===== config.mk =====
export PLATFORM = sky130hd
export DESIGN_NAME = dcp_ram
export DESIGN_NICKNAME = d
export VERILOG_FILES = /design/src/design/dcp_ram.sv
export SDC_FILE = /design/constraint.sdc
export NUM_CORES = 1
export LEC_CHECK = 0
export ABC_CLOCK_PERIOD_IN_PS = 2000
export BUFFER_PORTS_ARGS = -buffer_cell sky130_fd_sc_hd__buf_2
export CAP_MARGIN = 15
export CORE_MARGIN = 2
export CORE_UTILIZATION = 54
export DETAILED_ROUTE_END_ITERATION = 12
export PLACE_DENSITY = 0.85
export SKIP_CTS_REPAIR_TIMING = 1
export SLEW_MARGIN = 10
export SYNTH_ARGS = -nofsm -noshare
export SYNTH_HDL_FRONTEND = slang
export SYNTH_SLANG_ARGS = --single-unit

===== constraint.sdc =====
create_clock -name i_clk -period 2 [get_ports i_clk]
set_input_delay 0.5 -clock i_clk [delete_from_list [all_inputs] [get_ports i_clk]]
set_output_delay 0.5 -clock i_clk [all_outputs]
set_load 0.01 [all_outputs]

===== src/design/dcp_ram.sv =====
// generic simple dual-port ram with registered read
module dcp_ram #(
    parameter int WIDTH = 8,
    parameter int DEPTH = 16
) (
    input  logic                     i_clk,
    input  logic                     i_we,
    input  logic [$clog2(DEPTH)-1:0] i_waddr,
    input  logic [WIDTH-1:0]         i_wdata,
    input  logic [$clog2(DEPTH)-1:0] i_raddr,
    output logic [WIDTH-1:0]         o_rdata
);
    logic [WIDTH-1:0] r_mem [DEPTH];

    always_ff @(posedge i_clk) begin
        if (i_we) begin
            r_mem[i_waddr] <= i_wdata;
        end
        o_rdata <= r_mem[i_raddr];
    end
endmodule


==> out/qor.txt, run 1 <==
Status: completed
Final Cell Area: 6190 µm²
Fin cells: 428
Final Core Density: 66.99%
Detailed Route WL: 10.28 mm
Max cap viols: 0
Share of cells above drive strength 1: 32.44%
Worst-path maximum fanout: 1
Sink Count: 136
Placed inst area: 5558 µm²
Reg power frac: 47.2%
Final Total Pwr: 6.794 mW
Maximum VDD drop: 559.7 µV
Endpoint type of the worst setup path: output port
Die area: 10330 µm²
FMAX: 0.6634 GHz
Ports: 26
Row count: 35
Final setup vio count: 0
Required time worst endpoint: 1.50 ns
DR WL/cell: 24.03 µm
Final worst-path cycle share: 75.37%
Multi-input gate area: 1057 µm²
Synthesized instance count: 229
Psw: 1.304 mW
Delay-heaviest family, CP: flip-flops
Period minus WS final: 1.507 ns
Worst Clk Skew: 0.008093 ns
# DRC: 0
Antenna violations before repair: 0
Core area: 9240 µm²
Post-Syn Nets: 247
Hold Vio Cnt, Final: 0
PD cells: 1098 nW/µm²
R2R Setup Slk: 0.62 ns
RSZ-0062 raised after global routing: no
Routed vias/inst: 5.886
Final setup TNS: 0 ns
GR Util All Layers: 21.73%
First-pass GRT wire length: 15.28 mm
CTS tree: yes
GR Overflow Total: 0
Num CTS Buffers: 17
Initial DRC Count: 191
Post-synthesis cell area: 5147 µm²
Fill count: 577
Most common cell after layout, fill and taps aside: edfxtp_1
Inst Count DP: 396
Slowest stage cell, crit path: dfxtp_1
Sequential share of the synthesized area: 77.78%
Most frequent cells in the layout: edfxtp_1 (128), buf_2 (25), buf_4 (20)
Buffers & Inverters on Critical Path: 1
CP max stage delay: 0.35 ns
Vias in the first global route: 2568
Via count: 2519
Sw frac: 19.19%
Register Area: 4004 µm²
Combinational Power Share: 4.6%
Largest net degree at the start of global routing: 33
Clk pin slew, worst setup/hold paths: 0.06 ns
DRT Pass-1 Iters: 4
DIE HEIGHT: 101.6 µm
Die W: 101.6 µm
DP Worst Slack: 0.09436 ns
Worst Tran Pin Value: 0.5674 ns
CP Class: register to output port
Clock power share: 48.2%
Syn avg cell area: 22.48 µm²
Internal: 5.490 mW
Final RePlAce weighted congestion: 0.7704
Synth cell types: 19
Ant diodes: 0
Slew Limit Fails: 0
Worst slew margin: 62.04%
Deepest clock path buffer count: 2
Htree depth: 4
Number of synthesis warnings: 0
Min Hold Slack: 0.3684 ns
Setup ws final: 0.4926 ns
Post-DP HPWL: 6.132 mm
Crit path DAT: 1.01 ns
ANT nets after route: 0
Post-synthesis register bit count: 136
CP Launch Type: register
Worst-Skew Late Latency: 0.51 ns
Pleak: 2.143 nW
Synthesis-to-layout area growth: 20.25%
I/O Buffers: 25
Type of the worst min-delay path: input port to register
Layout Nets: 304
Starting Density: 55.71%
Crit path cell chain: buf_2
Root Buffer: clkbuf_8
==> power by group through the flow <==
stage                     sequential, mW  combinational, mW  clock, mW
after floorplan                     3.27              0.162          0
after global placement              3.26              0.293          0
after global routing                3.21              0.335       3.42
after CTS                           3.21              0.312       3.31
final                               3.21              0.311       3.27
after detailed placement            3.27              0.307          0
==> state kept, by name (all words and copies together), names as in the netlist <==
register and flops:
o_rdata 8, r_mem 128
==> per-layer routing <==
layer	wire length, µm	GRT usage (%)
met5	0	0
met3	622	5.935
met2	5302	34.46
met1	4176	28.84
met4	180	8.940
==> final cells by class <==
cell class                      instances  area share, %
Tap cell                              129          2.608
Clock buffer                           18          6.913
Multi-Input combinational cell         83          17.08
Timing Repair Buffer                   48          5.417
Sequential cell                       136          64.69
Clock inverter                         14          3.295
==> worst reg2reg max path, stage by stage, from the launching register on <==
cell	delay (ns)
edfxtp_1	0.36
mux4_1	0.52
a22oi_1	0.27
nand2_1	0.10
==> cell families after synthesis <==
kind of cell / share of synthesized area, %
flops: 77.78
simple gates: 3.184
mux: 15.02
compound gates: 2.334
buf+inv: 1.677
==> final timing paths <==
| kind | start | endpoint | depth (start not counted) |
|---|---|---|---|
| worst max-delay path | o_rdata[1] | o_rdata[1] | 1 |
| worst min-delay path | i_wdata[2] | r_mem[13][2] | 1 |
| worst max register to register | r_mem[1][2] | o_rdata[2] | 3 |
| worst min register to register | r_mem[8][4] | o_rdata[4] | 3 |
==> synthesized netlist by cell type <==
cell,count,area (µm²)
a22oi_1,16,120.1
nor3_1,4,20.02
mux4_1,14,367.9
buf_4,1,7.510
nand2b_1,2,12.51
nor2b_1,1,6.260
dfxtp_1,8,160.2
edfxtp_1,128,3844
mux4_2,18,405.4
nand3_1,1,5.000
or3b_2,1,8.760
buf_6,3,33.78
clkdlybuf4s25_2,3,30.03
nand2_1,9,33.78
nand3b_1,2,15.01
buf_2,3,15.01
and2b_1,1,7.510
nor2_1,13,48.80
and2_1,1,6.260
No activity file was read; power rests on OpenSTA's default activity.
==> inputs of run 2 (changes only) <==
Settings changed: ABC_AREA from default to 1, ABC_CLOCK_PERIOD_IN_PS 2000 to 1500, CORE_UTILIZATION 54 to 61, PLACE_DENSITY 0.85 to 0.9.
Clock period 2 ns to 1.5 ns, I/O delays scaled along.
==> out/qor.txt, run 2 <==
Crit path cell chain: buf_2
Die area: 10250 µm² (-0.80%)
Final RePlAce weighted congestion: 0.8465 (+9.9%)
Number of synthesis warnings: 0 (unchanged)
Area contributors post-synth: edfxtp_1 (67%), nand2_1 (11%), nand3_1 (8.4%)
PD cells: 1354 nW/µm² (+23%)
First-pass GRT wire length: 21.09 mm (+38%)
Worst-path maximum fanout: 1 (unchanged)
Worst-Skew Late Latency: 0.54 ns (+0.03 ns)
Maximum VDD drop: 783.0 µV (+40%)
Crit path DAT: 1.04 ns (+0.03 ns)
Type of the worst min-delay path: input port to register
Post-DP HPWL: 8.062 mm (+31%)
Min Hold Slack: 0.2156 ns (-0.1527 ns)
RSZ-0062 raised after global routing: no
FMAX: 0.7078 GHz
Ports: 26 (unchanged)
Clk pin slew, worst setup/hold paths: 0.06 ns (about the same)
Most used DFF post-synth: edfxtp_1
GR Overflow Total: 0 (unchanged)
Sequential share of the synthesized area: 69.43% (-8.4 points)
Delay-heaviest family, CP: flip-flops
Period minus WS final: 1.413 ns
Worst Clk Skew: 0.01029 ns (+0.002201 ns)
Worst slew margin: 70.64% (+8.6 points)
Cell with the most instances after synthesis: nand2_1
Post-synthesis register bit count: 136 (unchanged)
CTS tree: yes
Pleak: 2.958 nW (+38%)
Final setup vio count: 0 (unchanged)
Post-synth ARST share: 0% (unchanged)
Sink Count: 136 (unchanged)
CP max stage delay: 0.36 ns (about the same)
DIE HEIGHT: 101.2 µm (-0.40%)
Status: completed
Row count: 35 (unchanged)
Core area: 9196 µm² (-0.47%)
Hold Vio Cnt, Final: 0 (unchanged)
Routed vias/inst: 5.719 (-2.8%)
CP Class: register to output port
GR Util All Layers: 28.82% (+7.1 points)
Antenna violations before repair: 1 (+1)
Most common cell after layout, fill and taps aside: nand2_1
Starting Density: 62.71% (+7.0 points)
Biggest register: r_mem
Syn avg cell area: 10.47 µm² (-53%)
Vias in the first global route: 4088 (+59%)
Area leader, netlist: edfxtp_1
CP Launch Type: register
Final worst-path cycle share: 94.19%
Buffers & Inverters on Critical Path: 1 (unchanged)
Most common library cells after synthesis: nand2_1 (173), edfxtp_1 (128), inv_1 (100)
Largest net degree at the start of global routing: 33 (unchanged)
Synth cell types: 12 (-7)
Synthesis-to-layout area growth: 16.47%
Slew Limit Fails: 0 (unchanged)
Required time worst endpoint: 1.12 ns (-0.38 ns)
Detailed Route WL: 13.74 mm (+34%)
Synth top area share: 66.65% (-8.0 points)
Ant diodes: 0 (unchanged)
Number of synthesized flops with an enable pin: 128 (unchanged)
Worst Tran Pin Value: 0.4405 ns (-0.1269 ns)
Via count: 4129 (+64%)
DRT Pass-1 Iters: 5 (+1)
Layout Nets: 616 (+100%)
Post-synthesis cell area: 5767 µm² (+12%)
Die W: 101.2 µm (-0.40%)
Initial DRC Count: 459 (+140%)
Endpoint type of the worst setup path: output port
Most frequent cells in the layout: nand2_1 (173), edfxtp_1 (128), inv_1 (100)
Final Total Pwr: 9.092 mW (+34%)
Root Buffer: clkbuf_8
Max reg flops: 128 (unchanged)
Htree depth: 4 (unchanged)
ANT nets after route: 0 (unchanged)
Final setup TNS: 0 ns (unchanged)
Share of cells above drive strength 1: 13.26% (-19 points)
Slowest stage cell, crit path: dfxtp_1
Synthesized instance count: 551 (+140%)
DR WL/cell: 19.03 µm (-21%)
Top flop regs: r_mem (128), o_rdata (8)
# DRC: 0 (unchanged)
Max cap viols: 0 (unchanged)
Num CTS Buffers: 17 (unchanged)
Deepest clock path buffer count: 2 (unchanged)
Post-Syn Nets: 569 (+130%)
I/O Buffers: 25 (unchanged)
## run 2: cell types whose count changed after synthesis, moves of 4 or more
cell     previous run  this run
a22oi_1            16         0
buf_2               3        13
inv_1               0       100
mux4_1             14         0
mux4_2             18         0
nand2_1             9       173
nand3_1             1        97
nor2_1             13        17
nor3_1              4         0
## run 2: kinds of logic (layout without fill, tap and decap cells)
logic type / after synthesis / after routing / synth area share (%)
and+or+nand+nor: 289 / 289 / 21.05
DFF: 136 / 136 / 69.43
buffers and inverters: 126 / 186 / 9.525
## run 2: final cells by class
cell class,count,area (µm²)
Sequential cell,136,4004
Inverter,102,382.9
Tap cell,111,138.9
Clock inverter,12,173.9
Timing Repair Buffer,52,377.9
Fill cell,575,2480
Multi-Input combinational cell,289,1214
Clock buffer,20,425.4
## run 2: path summary, 6_finish.rpt
| check | from | cells after the start | to | slack [ns] |
|---|---|---|---|---|
| hold / removal | i_raddr[3] | 3 | o_rdata[7] | 0.22 |
| setup / recovery | o_rdata[6] | 1 | o_rdata[6] | 0.09 |
| setup reg to reg | r_mem[1][0] | 6 | o_rdata[0] | 0.39 |
| hold reg to reg | r_mem[15][0] | 6 | o_rdata[0] | 0.67 |
## run 2: metrics by stage
stage | worst slack (ns) | cells | cell area, µm² | util [%]
global route | 0.04166 | 722 | 6716 | 73.03
detailed placement | -0.002641 | 690 | 6117 | 66.52
floorplan | 0.1742 | 551 | 5767 | -
CTS | 0.06889 | 722 | 6716 | 73.03
finish | 0.08712 | 722 | 6716 | 73.03
global placement | 0.08075 | 690 | 6117 | 66.52
## run 2: routing by layer
layer	GRT usage (%)	routed length [µm]	part of all wire, %	vias up
li1	-	-	-	1867
met1	35.38	5022	37	1940
met2	46.20	6812	50	263
met3	8.489	1260	9.2	57
met4	15.90	635	4.6	2
met5	0	10	0.073	-
## run 2: where the power goes
part           switching [mW]  internal, mW
Sequential             0.0280          4.25
Clock                    1.56          2.70
Combinational           0.387         0.173
Total                    1.97          7.12
